### config.mk
export PLATFORM = sky130hd
export DESIGN_NAME = http_request_line_parser_unit_flat
export DESIGN_NICKNAME = d
export VERILOG_FILES = /design/src/hw/rtl/hrlp_pkg.sv /design/src/hw/rtl/hrlp_if.sv /design/src/hw/rtl/http_request_line_parser_unit.sv /design/src/flat_wrapper.sv
export SDC_FILE = /design/constraint.sdc
export NUM_CORES = 1
export LEC_CHECK = 0
export CAP_MARGIN = 0
export CELL_PAD_IN_SITES_DETAIL_PLACEMENT = 1
export CELL_PAD_IN_SITES_GLOBAL_PLACEMENT = 2
export CORE_ASPECT_RATIO = 1.2
export CORE_MARGIN = 2
export CORE_UTILIZATION = 40
export CTS_CLUSTER_DIAMETER = 30
export CTS_CLUSTER_SIZE = 14
export DETAILED_ROUTE_END_ITERATION = 10
export DONT_BUFFER_PORTS = 1
export GPL_TIMING_DRIVEN = 0
export PLACE_DENSITY_LB_ADDON = 0.1
export REMOVE_ABC_BUFFERS = 1
export SYNTH_ARGS = -nofsm -noshare
export SYNTH_HDL_FRONTEND = slang
export SYNTH_SLANG_ARGS = --single-unit
### constraint.sdc
create_clock -name clk -period 7.52 [get_ports clk]
set_input_delay 1.128 -clock clk [delete_from_list [all_inputs] [get_ports clk]]
set_output_delay 1.128 -clock clk [all_outputs]
set_load 0.01 [all_outputs]
### src/hw/rtl/hrlp_pkg.sv
`timescale 1ns / 1ps
// ----------------------------------------------------------------------------
// hrlp_pkg
// Types, constants and token classifiers for the HTTP request line parser.
// ----------------------------------------------------------------------------
package hrlp_pkg;

  localparam int RAW_BYTES_DEF  = 1024;
  localparam int PATH_BYTES_DEF = 256;
  localparam int PREFIX_LEN     = 9;

  typedef enum logic [2:0] {
    PH_START, PH_LINE, PH_METHOD, PH_GAP_PATH, PH_PATH, PH_GAP_VER, PH_VERSION, PH_DONE
  } phase_t;

  typedef enum logic [1:0] {
    ESC_NONE, ESC_PCT, ESC_HEX1, ESC_DROP
  } esc_t;

  localparam logic [1:0] VD_PROCEED  = 2'd0;
  localparam logic [1:0] VD_BAD      = 2'd1;
  localparam logic [1:0] VD_NOTALLOW = 2'd2;
  localparam logic [1:0] VD_INTERNAL = 2'd3;

  localparam logic [2:0] METHOD_OTHER  = 3'd6;
  localparam logic [2:0] VERSION_OTHER = 3'd4;

  function automatic logic [4:0] hex_digit(input logic [7:0] c);
    if (c >= 8'h30 && c <= 8'h39) return {1'b1, c[3:0]};
    if ((c >= 8'h61 && c <= 8'h66) || (c >= 8'h41 && c <= 8'h46)) return {1'b1, c[3:0] + 4'd9};
    return 5'd0;
  endfunction

  function automatic logic [7:0] hex_pair(input logic [7:0] c1, input logic [7:0] c2,
                                          input logic has2);
    logic [4:0] d1;
    logic [4:0] d2;
    d1 = hex_digit(c1);
    d2 = has2 ? hex_digit(c2) : 5'd0;
    if (d1[4]) return d2[4] ? {d1[3:0], d2[3:0]} : {4'd0, d1[3:0]};
    if (!d2[4]) return 8'd0;
    if (c1 == 8'h20 || (c1 >= 8'h09 && c1 <= 8'h0d) || c1 == 8'h2b) return {4'd0, d2[3:0]};
    if (c1 == 8'h2d) return 8'd0 - {4'd0, d2[3:0]};
    return 8'd0;
  endfunction

  function automatic logic [2:0] method_of(input logic [47:0] ch, input logic [2:0] len);
    if (len == 3'd4 && ch[31:0] == 32'h44414548) return 3'd0;
    if (len == 3'd3 && ch[23:0] == 24'h544547) return 3'd1;
    if (len == 3'd4 && ch[31:0] == 32'h54534f50) return 3'd2;
    if (len == 3'd5 && ch[39:0] == 40'h4843544150) return 3'd3;
    if (len == 3'd3 && ch[23:0] == 24'h545550) return 3'd4;
    if (len == 3'd6 && ch == 48'h4554454c4544) return 3'd5;
    return METHOD_OTHER;
  endfunction

  function automatic logic [2:0] version_of(input logic [63:0] ch, input logic [3:0] len);
    if (len != 4'd8) return VERSION_OTHER;
    if (ch == 64'h302e312f50545448) return 3'd0;
    if (ch == 64'h312e312f50545448) return 3'd1;
    if (ch == 64'h302e322f50545448) return 3'd2;
    if (ch == 64'h302e332f50545448) return 3'd3;
    return VERSION_OTHER;
  endfunction

  function automatic logic [3:0] mime_of(input logic dot, input logic [31:0] ch,
                                         input logic [2:0] len);
    if (!dot) return 4'd0;
    if (len == 3'd4 && ch == 32'h6c6d7468) return 4'd1;
    if (len == 3'd3 && ch[23:0] == 24'h737363) return 4'd2;
    if (len == 3'd2 && ch[15:0] == 16'h736a) return 4'd3;
    if (len == 3'd3 && ch[23:0] == 24'h767363) return 4'd4;
    if (len == 3'd4 && ch == 32'h6765706a) return 4'd5;
    if (len == 3'd3 && ch[23:0] == 24'h67706a) return 4'd5;
    if (len == 3'd3 && ch[23:0] == 24'h676e70) return 4'd6;
    if (len == 3'd3 && ch[23:0] == 24'h666967) return 4'd7;
    if (len == 3'd4 && ch == 32'h6e6f736a) return 4'd8;
    if (len == 3'd3 && ch[23:0] == 24'h667773) return 4'd9;
    return 4'd0;
  endfunction

endpackage

### src/hw/rtl/hrlp_if.sv
`timescale 1ns / 1ps
// ----------------------------------------------------------------------------
// hrlp_in_if / hrlp_out_if
// Valid/ready channels for request bytes and parser results.
// ----------------------------------------------------------------------------
interface hrlp_in_if;
  logic       valid;
  logic       ready;
  logic       action;
  logic [7:0] data_byte;
  modport source (output valid, action, data_byte, input ready);
  modport sink (input valid, action, data_byte, output ready);
endinterface

interface hrlp_out_if;
  logic       valid;
  logic       ready;
  logic       result_kind;
  logic [7:0] path_byte;
  logic [1:0] verdict;
  logic [2:0] method_code;
  logic [2:0] version_code;
  logic [3:0] mime_code;
  logic       last_item;
  modport source (output valid, result_kind, path_byte, verdict, method_code, version_code,
                  mime_code, last_item, input ready);
  modport sink (input valid, result_kind, path_byte, verdict, method_code, version_code,
                mime_code, last_item, output ready);
endinterface

### src/hw/rtl/http_request_line_parser_unit.sv
`timescale 1ns / 1ps
// ----------------------------------------------------------------------------
// http_request_line_parser_unit
// Parses the request line byte by byte and emits path bytes and a verdict.
// The result of an accepted byte is written into the output register as the byte is taken.
// Throughput: one byte per cycle; the output register is refilled in the cycle
// it is taken, so the input stalls only while a result waits unread.
// Reset: synchronous active-low rst_n clears all parser state and the output valid flag.
// ----------------------------------------------------------------------------
module http_request_line_parser_unit #(
  parameter int RAW_BYTES  = hrlp_pkg::RAW_BYTES_DEF,
  parameter int PATH_BYTES = hrlp_pkg::PATH_BYTES_DEF
) (
  input logic clk,
  input logic rst_n,
  hrlp_in_if.sink in_ch,
  hrlp_out_if.source out_ch
);
  import hrlp_pkg::*;

  localparam int PATH_LIMIT = (PATH_BYTES > PREFIX_LEN) ? PATH_BYTES - PREFIX_LEN : 0;
  localparam int BCW = $clog2(RAW_BYTES + 1);
  localparam int PLW = $clog2(PATH_LIMIT + 2);

  phase_t      phase_r, phase_nxt;
  logic [47:0] mch_r, mch_nxt;
  logic [2:0]  mlen_r, mlen_nxt;
  logic [63:0] vch_r, vch_nxt;
  logic [3:0]  vlen_r, vlen_nxt;
  esc_t        esc_r, esc_nxt;
  logic [7:0]  hex_r, hex_nxt;
  logic [15:0] recent_r, recent_nxt;
  logic        dd_r, dd_nxt;
  logic [31:0] ech_r, ech_nxt;
  logic [2:0]  elen_r, elen_nxt;
  logic        edot_r, edot_nxt;
  logic [1:0]  tm_r, tm_nxt;
  logic [BCW-1:0] bc_r, bc_nxt;
  logic [PLW-1:0] pl_r, pl_nxt;
  logic        blind_r, blind_nxt;

  logic        ov_r, okind_r, olast_r;
  logic [7:0]  obyte_r;
  logic [1:0]  overd_r;
  logic [2:0]  ometh_r, over_r;
  logic [3:0]  omime_r;

  logic take;
  logic have, term, fin, res_v;
  logic [7:0] outb;
  logic [1:0] vd;
  logic [7:0] c;

  assign in_ch.ready = !ov_r || out_ch.ready;
  assign take = in_ch.valid && in_ch.ready;
  assign c = in_ch.data_byte;

  always_comb begin
    logic eol, sp, pend;
    logic [7:0] pb;
    logic       pbv;
    logic [2:0] mc;
    logic [2:0] vc;
    phase_nxt = phase_r; mch_nxt = mch_r; mlen_nxt = mlen_r; vch_nxt = vch_r;
    vlen_nxt = vlen_r; esc_nxt = esc_r; hex_nxt = hex_r; recent_nxt = recent_r;
    dd_nxt = dd_r; ech_nxt = ech_r; elen_nxt = elen_r; edot_nxt = edot_r;
    tm_nxt = tm_r; bc_nxt = bc_r; pl_nxt = pl_r; blind_nxt = blind_r;
    have = 1'b0; term = 1'b0; fin = 1'b0; outb = 8'd0; vd = VD_BAD;
    eol = (c == 8'h0d) || (c == 8'h0a);
    sp = (c == 8'h20);
    pend = 1'b0; pb = 8'd0; pbv = 1'b0;
    mc = METHOD_OTHER; vc = VERSION_OTHER;
    if (in_ch.action) begin
      fin = 1'b1;
    end else begin
      bc_nxt = bc_r + 1'b1;
      if (!blind_r) begin
        if (c == 8'h0d) tm_nxt = (tm_r == 2'd2) ? 2'd3 : 2'd1;
        else if (c == 8'h0a && tm_r == 2'd1) tm_nxt = 2'd2;
        else if (c == 8'h0a && tm_r == 2'd3) begin
          tm_nxt = 2'd0;
          if (bc_r == BCW'(3)) blind_nxt = 1'b1; else term = 1'b1;
        end else tm_nxt = 2'd0;
        if (c == 8'd0) blind_nxt = 1'b1;
      end
      if (!blind_nxt) begin
        unique case (phase_r)
          PH_START, PH_LINE: begin
            if (eol) begin
              if (phase_r == PH_LINE) phase_nxt = PH_DONE;
            end else if (sp) phase_nxt = PH_LINE;
            else begin
              if (mlen_r < 3'd6) begin
                mch_nxt[8*mlen_r[2:0] +: 8] = c;
                mlen_nxt = mlen_r + 3'd1;
              end else mlen_nxt = 3'd7;
              phase_nxt = PH_METHOD;
            end
          end
          PH_METHOD: begin
            if (sp) phase_nxt = PH_GAP_PATH;
            else if (eol) phase_nxt = PH_DONE;
            else if (mlen_r < 3'd6) begin
              mch_nxt[8*mlen_r[2:0] +: 8] = c;
              mlen_nxt = mlen_r + 3'd1;
            end else mlen_nxt = 3'd7;
          end
          PH_GAP_PATH, PH_PATH: begin
            if ((phase_r == PH_GAP_PATH && sp) || (phase_r == PH_GAP_PATH && eol)) begin
              if (eol) phase_nxt = PH_DONE;
            end else if (sp || eol) begin
              pend = 1'b1;
              phase_nxt = sp ? PH_GAP_VER : PH_DONE;
            end else begin
              phase_nxt = PH_PATH;
              if (esc_r != ESC_DROP) begin
                if (c == 8'h3f) pend = 1'b1;
                else if (esc_r == ESC_PCT) begin
                  hex_nxt = c; esc_nxt = ESC_HEX1;
                end else if (esc_r == ESC_HEX1) begin
                  esc_nxt = ESC_NONE; pb = hex_pair(hex_r, c, 1'b1); pbv = 1'b1;
                end else if (c == 8'h25) esc_nxt = ESC_PCT;
                else begin
                  pb = c; pbv = 1'b1;
                end
              end
            end
            if (pend) begin
              if (esc_r == ESC_HEX1) begin
                pb = hex_pair(hex_r, 8'd0, 1'b0); pbv = 1'b1;
              end
              esc_nxt = ESC_DROP;
            end
            if (pbv) begin
              if (pb == 8'd0) esc_nxt = ESC_DROP;
              else if (pl_r >= PLW'(PATH_LIMIT)) begin
                pl_nxt = PLW'(PATH_LIMIT + 1); esc_nxt = ESC_DROP;
              end else begin
                pl_nxt = pl_r + 1'b1;
                if (pb == 8'h2e && recent_r == 16'h2f2e) dd_nxt = 1'b1;
                recent_nxt = {recent_r[7:0], pb};
                if (pb == 8'h2e) begin
                  edot_nxt = 1'b1; ech_nxt = 32'd0; elen_nxt = 3'd0;
                end else if (edot_r && elen_r < 3'd5) begin
                  if (elen_r < 3'd4) ech_nxt[8*elen_r[1:0] +: 8] = pb;
                  elen_nxt = elen_r + 3'd1;
                end
                have = 1'b1; outb = pb;
              end
            end
          end
          PH_GAP_VER, PH_VERSION: begin
            if (sp) begin
              if (phase_r == PH_VERSION) phase_nxt = PH_DONE;
            end else if (eol) phase_nxt = PH_DONE;
            else begin
              phase_nxt = PH_VERSION;
              if (vlen_r < 4'd8) begin
                vch_nxt[8*vlen_r[2:0] +: 8] = c;
                vlen_nxt = vlen_r + 4'd1;
              end else vlen_nxt = 4'd9;
            end
          end
          default: ;
        endcase
      end
      if (term) begin
        fin = 1'b1;
        mc = method_of(mch_r, mlen_r);
        vc = version_of(vch_r, vlen_r);
        if (vlen_r == 4'd0 || pl_r > PLW'(PATH_LIMIT)) vd = VD_BAD;
        else if (mc > 3'd2) vd = (mc == METHOD_OTHER) ? VD_INTERNAL : VD_NOTALLOW;
        else if (vc == VERSION_OTHER) vd = VD_INTERNAL;
        else vd = dd_r ? VD_BAD : VD_PROCEED;
      end else if (bc_nxt >= BCW'(RAW_BYTES)) fin = 1'b1;
    end
  end

  assign res_v = fin || have;

  always_ff @(posedge clk) begin
    if (!rst_n) begin
      phase_r <= PH_START; mch_r <= '0; mlen_r <= '0; vch_r <= '0; vlen_r <= '0;
      esc_r <= ESC_NONE; hex_r <= '0; recent_r <= '0; dd_r <= 1'b0; ech_r <= '0;
      elen_r <= '0; edot_r <= 1'b0; tm_r <= '0; bc_r <= '0; pl_r <= '0; blind_r <= 1'b0;
      ov_r <= 1'b0;
    end else begin
      if (take) begin
        if (fin) begin
          phase_r <= PH_START; mch_r <= '0; mlen_r <= '0; vch_r <= '0; vlen_r <= '0;
          esc_r <= ESC_NONE; hex_r <= '0; recent_r <= '0; dd_r <= 1'b0; ech_r <= '0;
          elen_r <= '0; edot_r <= 1'b0; tm_r <= '0; bc_r <= '0; pl_r <= '0;
          blind_r <= 1'b0;
        end else begin
          phase_r <= phase_nxt; mch_r <= mch_nxt; mlen_r <= mlen_nxt; vch_r <= vch_nxt;
          vlen_r <= vlen_nxt; esc_r <= esc_nxt; hex_r <= hex_nxt; recent_r <= recent_nxt;
          dd_r <= dd_nxt; ech_r <= ech_nxt; elen_r <= elen_nxt; edot_r <= edot_nxt;
          tm_r <= tm_nxt; bc_r <= bc_nxt; pl_r <= pl_nxt; blind_r <= blind_nxt;
        end
      end
      if (take) ov_r <= res_v;
      else if (out_ch.ready) ov_r <= 1'b0;
    end
  end

  always_ff @(posedge clk) begin
    if (take && res_v) begin
      okind_r <= fin;
      obyte_r <= fin ? 8'd0 : outb;
      overd_r <= fin ? vd : VD_PROCEED;
      ometh_r <= fin ? method_of(mch_nxt, mlen_nxt) : 3'd0;
      over_r  <= fin ? version_of(vch_nxt, vlen_nxt) : 3'd0;
      omime_r <= (fin && elen_nxt >= 3'd1 && elen_nxt <= 3'd4) ?
                 mime_of(edot_nxt, ech_nxt, elen_nxt) : 4'd0;
      olast_r <= fin;
    end
  end

  assign out_ch.valid        = ov_r;
  assign out_ch.result_kind  = okind_r;
  assign out_ch.path_byte    = obyte_r;
  assign out_ch.verdict      = overd_r;
  assign out_ch.method_code  = ometh_r;
  assign out_ch.version_code = over_r;
  assign out_ch.mime_code    = omime_r;
  assign out_ch.last_item    = olast_r;
endmodule

### src/flat_wrapper.sv
// flat-port wrapper written by rule: the top's interface ports become plain ports
module http_request_line_parser_unit_flat import hrlp_pkg::*;
#(
  parameter int RAW_BYTES  = hrlp_pkg::RAW_BYTES_DEF,
  parameter int PATH_BYTES = hrlp_pkg::PATH_BYTES_DEF
)
  (clk, rst_n, in_ch_valid, in_ch_action, in_ch_data_byte, in_ch_ready, out_ch_valid, out_ch_result_kind, out_ch_path_byte, out_ch_verdict, out_ch_method_code, out_ch_version_code, out_ch_mime_code, out_ch_last_item, out_ch_ready);
  hrlp_in_if in_ch_i ();
  hrlp_out_if out_ch_i ();
  input logic clk;
  input logic rst_n;
  input wire logic [$bits(in_ch_i.valid)-1:0] in_ch_valid;
  input wire logic [$bits(in_ch_i.action)-1:0] in_ch_action;
  input wire logic [$bits(in_ch_i.data_byte)-1:0] in_ch_data_byte;
  output wire logic [$bits(in_ch_i.ready)-1:0] in_ch_ready;
  output wire logic [$bits(out_ch_i.valid)-1:0] out_ch_valid;
  output wire logic [$bits(out_ch_i.result_kind)-1:0] out_ch_result_kind;
  output wire logic [$bits(out_ch_i.path_byte)-1:0] out_ch_path_byte;
  output wire logic [$bits(out_ch_i.verdict)-1:0] out_ch_verdict;
  output wire logic [$bits(out_ch_i.method_code)-1:0] out_ch_method_code;
  output wire logic [$bits(out_ch_i.version_code)-1:0] out_ch_version_code;
  output wire logic [$bits(out_ch_i.mime_code)-1:0] out_ch_mime_code;
  output wire logic [$bits(out_ch_i.last_item)-1:0] out_ch_last_item;
  input wire logic [$bits(out_ch_i.ready)-1:0] out_ch_ready;
  assign in_ch_i.valid = in_ch_valid;
  assign in_ch_i.action = in_ch_action;
  assign in_ch_i.data_byte = in_ch_data_byte;
  assign in_ch_ready = in_ch_i.ready;
  assign out_ch_valid = out_ch_i.valid;
  assign out_ch_result_kind = out_ch_i.result_kind;
  assign out_ch_path_byte = out_ch_i.path_byte;
  assign out_ch_verdict = out_ch_i.verdict;
  assign out_ch_method_code = out_ch_i.method_code;
  assign out_ch_version_code = out_ch_i.version_code;
  assign out_ch_mime_code = out_ch_i.mime_code;
  assign out_ch_last_item = out_ch_i.last_item;
  assign out_ch_i.ready = out_ch_ready;
  http_request_line_parser_unit #(.RAW_BYTES(RAW_BYTES), .PATH_BYTES(PATH_BYTES)) u_core (.clk(clk), .rst_n(rst_n), .in_ch(in_ch_i), .out_ch(out_ch_i));
endmodule
# Word level (Yosys, flattened, before mapping)

Index checks and enable logic that the tools add are counted.
W data, S select, Z words.

Equal/unequal tests: 78
Bitwise operators: 4
Mux-type cells: 634
Shift-type cells: 6
$add $sub $neg: 11
Order comparisons: 24
Reductions and logical operators: 74

Operators with widths:

| operator                  | number |
|---|---|
| $eq A64 B62 Y1 const B    | 8 |
| $mux W64                  | 7 |
| $mux W48                  | 8 |
| $mux W8                   | 48 |
| $mux W1                   | 353 |
| $mux W32                  | 10 |
| $mux W3                   | 87 |
| $eq A24 B23 Y1 const B    | 10 |
| $eq A32 B31 Y1 const B    | 7 |
| $mux W4                   | 48 |
| $mux W5                   | 33 |
| $mux W16                  | 7 |
| $eq A48 B47 Y1 const B    | 2 |
| $pmux W48 S2              | 1 |
| $eq A40 B39 Y1 const B    | 2 |
| $neg A6 Y34               | 2 |
| $bwmux W64                | 1 |
| $shift A8 B34 Y64 const A | 1 |
| $shiftx A8 B34 Y64        | 1 |
| $eq A8 B6 Y1 const B      | 7 |
| $mux W2                   | 25 |
| $bwmux W48                | 1 |
| $shift A8 B34 Y48 const A | 1 |
| $shiftx A8 B34 Y48        | 1 |
| 59 further kinds          | 160 |

Input bits: 13
Output and inout port bits: 24
Register bits after elaboration: 229

# Depth between registers and ports, before layout

Depth after elaboration: 181
Gate-level depth with buffers: 23
Mapped depth without buffers: 20

# Worst setup path after synthesis

No wires, ideal clock.

Kind: input -> register
Start: input in_ch_data_byte[0]
End: register u_core.omime_r[2], in the netlist u_core.out_ch.mime_code[2], data pin
Buffers on the path: 1
Data arrival time: 5.911 ns
Setup time: 0.262 ns
Slack: 1.347 ns
Stages: 21
Cell sequence: clkbuf_1 > inv_1 > ha_1 > o21bai_1 > a211oi_1 > or2_2 > inv_1 > ha_1 > nand2_1 > or3_1 > o32ai_1 > a221oi_1 > or4_4 > nor4_4 > o221a_2 > o2111ai_1 > nor4b_2 > nand4_1 > nor3_1 > nand2b_1 > nor3_1

Cells in the longest elaborated chain, start to end: 106

RTL lines:

| item                                         | RTL line                             | source |
|---|---|---|
| start, declared                              | flat_wrapper.sv:14                   | `input wire logic [$bits(in_ch_i.data_byte)-1:0] in_ch_data_byte;` |
| $ge A8 B7 Y1 or $le A8 B7 Y1 (tied branches) | hrlp_pkg.sv:30                       | `if ((c >= 8'h61 && c <= 8'h66) \|\| (c >= 8'h41 && c <= 8'h46)) return {1'b1, c[3:0] + 4'd9};` |
| $logic_and A1 B1 Y1                          | hrlp_pkg.sv:30                       |  |
| $logic_or A1 B1 Y1                           | hrlp_pkg.sv:30                       |  |
| $mux W1 (2 in series)                        | hrlp_pkg.sv:30                       |  |
| $mux W1                                      | http_request_line_parser_unit.sv:120 | `end else if (esc_r == ESC_HEX1) begin` |
| $mux W1                                      | http_request_line_parser_unit.sv:118 | `else if (esc_r == ESC_PCT) begin` |
| $mux W1                                      | http_request_line_parser_unit.sv:117 | `if (c == 8'h3f) pend = 1'b1;` |
| $mux W1                                      | http_request_line_parser_unit.sv:116 | `if (esc_r != ESC_DROP) begin` |
| (+89 left out)                               | -                                    |  |
| $mux W4                                      | hrlp_pkg.sv:76                       | `if (len == 3'd3 && ch[23:0] == 24'h666967) return 4'd7;` |
| $mux W4                                      | hrlp_pkg.sv:75                       | `if (len == 3'd3 && ch[23:0] == 24'h676e70) return 4'd6;` |
| $mux W4                                      | hrlp_pkg.sv:74                       | `if (len == 3'd3 && ch[23:0] == 24'h67706a) return 4'd5;` |
| $mux W4                                      | hrlp_pkg.sv:73                       | `if (len == 3'd4 && ch == 32'h6765706a) return 4'd5;` |
| $mux W4                                      | hrlp_pkg.sv:72                       | `if (len == 3'd3 && ch[23:0] == 24'h767363) return 4'd4;` |
| $mux W4                                      | hrlp_pkg.sv:71                       | `if (len == 3'd2 && ch[15:0] == 16'h736a) return 4'd3;` |
| $mux W4                                      | hrlp_pkg.sv:70                       | `if (len == 3'd3 && ch[23:0] == 24'h737363) return 4'd2;` |
| $mux W4                                      | hrlp_pkg.sv:69                       | `if (len == 3'd4 && ch == 32'h6c6d7468) return 4'd1;` |
| end signal, assigned                         | http_request_line_parser_unit.sv:213 | `omime_r <= (fin && elen_nxt >= 3'd1 && elen_nxt <= 3'd4) ?` |
| end, declared                                | http_request_line_parser_unit.sv:46  | `logic [3:0] omime_r;` |

Parallel ways exist; a longest one is shown, timed or not. The select of a mux whose other input is x is not followed.
A chain may end at the register's enable or synchronous reset.

# Worst setup path in the final report

Start: input in_ch_data_byte[1]
End: register u_core.omime_r[2], in the netlist u_core.out_ch.mime_code[2], data pin

The elaborated chain is that of the path after synthesis.

==> metrics.txt <==
Post-synth EDFFs 21; Tmin final 6960 ps; Fin Clk Skew 26.4 ps; total congestion overflow 0; crit start category input port; fillers 4077; H-tree depth 2; dpl ws -453 ps; critical-path maximum fanout 17; count of final hold-check violations 0; Cell Rows 75; Via Count 13586; Avg Inst Size Synth 8.22 um2; hold buffer count at cts 0; Core ar. 34800 um2; Area after DPL 14400 um2; Overall Global Routing Usage approximately 28%; max-slew violations 0; final core occ 47.4%; Max Root-Sink Buffers 3; CP arrival 7380 ps; final instance area 16500 um2; CTS sink cnt approximately 230; die height between 200 and 250 um; setup_tns 0 ps; FFs w/ async S/R, synth 0%; Die Wd between 150 and 200 um; final setup vio count 0; post-synth cell types 91; I/O Buffers 0; Hold/Removal Path Class register to register; Antenna Nets Post-Route 0; Layout Cells excl Fill 2188; # IOs 37; Max-cap violations 0; die footprint 36700 um2; power per cell area 243 nW/um2; final period utilization about 93%; post-synthesis register bit count 229; CP cell instances clkinv_1, ha_1, nor3b_2, nor4b_1, or2_2, inv_1, ha_1, nand2_1, or3_1, o32ai_2, a221oi_2, buf_6, nor3_1, a31oi_4, o21a_1, o21ai_0, nor4b_1, nand4_1, a21oi_1, a311oi_1, nor3_1; CTS tree yes; Crit. End Element register; initial DRC count ~960; gate count of the mapped netlist 1713; drt first pass iters 5; unrepaired setup endpoints after global routing false; synthesis-to-layout area growth 17.1%; initial antenna violation count 0; Final WS setup 559 ps; GPL Wtd Cong 0.899; Initial Utilization 40.4%; clock latency on the worst-skew pair 590 ps; vias in the first global route 14278; Slew @ Worst Pin 1400 ps; hpwl dp about 35 mm; Inserted Clock Buffers 57; routed vias/inst 6.21; first-pass GRT wire length 80.8 mm; drt total wl 51.1 mm; root buffer cell clkbuf_16; synthesized area 14100 um2; CTS clock-pin slew for the worst setup and hold paths 50 ps; dpl cells slightly above 2000; worst path required time ~8000 ps; post-synthesis sequential area ratio 34.1%; Max stage delay on crit path between 600 and 700 ps; Nets 1718; VDD IR max 222 uV; Wirelength per Cell about 23 um; crit path kind input port to register; share of layout cells above drive strength 1 10.3%; outcome finished clean; fmax 0.144 GHz; DRC viols 0; largest net degree at the start of global routing 198; P_leak 5.18 nW; Main synth FF type dfxtp_1; Yosys warning total 0; total inserted antenna cells 0; slowest CP cell nor3_1; slew margin rel. 5.53%
[logic make-up after synthesis]
kind of cell / Yosys count / synth area share (%)
and+or+nand+nor: 805 / 32.6
AOI/OAI and AO/OA: 468 / 24.3
DFF: 229 / 34.1
buffers and inverters: 150 / 4.23
adders and majority gates: 28 / 2.49
muxes: 20 / 1.46
xor gates and xnor gates: 13 / 0.809
[metal layers]
metal	up-vias	global-route usage [%]	routed length (um)	share of wire [%]
li1	6400	-	-	-
met1	6738	33.2	21600	42
met2	331	47.9	24900	49
met3	117	4.22	2270	4.4
met4	0	13.3	2260	4.4
met5	-	0	0	0
[sequential cells by signal, summed over array words and instances (netlist names), 8 cells and up]
signal / count
u_core.mch_r: 48
u_core.bc_r: 11
u_core.hex_r: 8
u_core.recent_r: 16
u_core.vch_r: 64
u_core.pl_r: 8
u_core.ech_r: 32
u_core.out_ch.path_byte: 8
[synth_stat cells, types with 35 or more instances]
cell type	count	share of area, %
dfxtp_1	208	30
nor2b_1	187	8.3
a22oi_1	140	7.5
nand2_1	127	3.4
nor2_1	124	3.3
clkbuf_1	96	2.6
nor3_1	69	2.5
o21ai_0	52	1.8
a21oi_1	47	1.7
a32oi_1	39	2.4
inv_1	39	1.0
nand3_1	35	1.2
[area by class of cell]
class	instances	area (um2)	area share [%]
timing repair buffer	14	174	1.05
sequential	229	4790	29.1
tap	462	578	3.51
clock inverter	38	468	2.84
inverter	41	154	0.933
clock buffer	70	1590	9.63
multi-input combinational	1334	8730	53.0
[where the power goes]
group	switching [mW]	total, mW	leakage [nW]	internal [mW]
sequential	0.0104	1.26	1.87	1.24
clock	0.802	2.57	0.998	1.77
combinational	0.122	0.177	2.31	0.0552
[path summary, 6_finish.rpt]
kind / cells past startpoint / endpoint / slack, ps / start
setup / recovery: 21 / u_core.out_ch.mime_code[2] / 560 / in_ch_data_byte[1]
hold / removal: 2 / u_core.ech_r[13] / 470 / u_core.ech_r[13]
setup reg to reg: 16 / u_core.out_ch.mime_code[2] / 1510 / u_core.hex_r[0]
hold reg to reg: 2 / u_core.ech_r[13] / 470 / u_core.ech_r[13]
[cell usage in the layout (no fill, tap or decap), types with 30 or more instances in the layout]
cell type and n:
nor2_1 122, clkbuf_16 59, nand3_1 35, a22oi_1 140
a32oi_1 39, and2_1 31, nor3_1 68, nor2b_1 187
nor4_1 33, a21oi_1 47, o21ai_0 50, inv_1 39
dfxtp_1 208, nand4_1 30, nand2_1 126
[timing repair]
action,CTS,global route
buffers inserted,0,5
setup endpoints to repair,0,25
gates resized for setup,0,1
[per-stage QoR]
stage	total power, mW	hold WS, ps
2_1_floorplan	1.38	435
3_3_place_gp	1.44	454
3_5_place_dp	1.45	467
4_1_cts	4.04	474
5_1_grt	4.12	507
6_report	4.01	473
[worst max-delay path, delay by kind of cell]
family,cells,cell delay (ps)
adder cells (fa/ha/maj),2,660
AO/OA/AOI/OAI,7,2150
AND/OR/NAND/NOR,9,2850
buffers and inverters,3,610
Note: power is estimated with default switching activity, not from simulation.
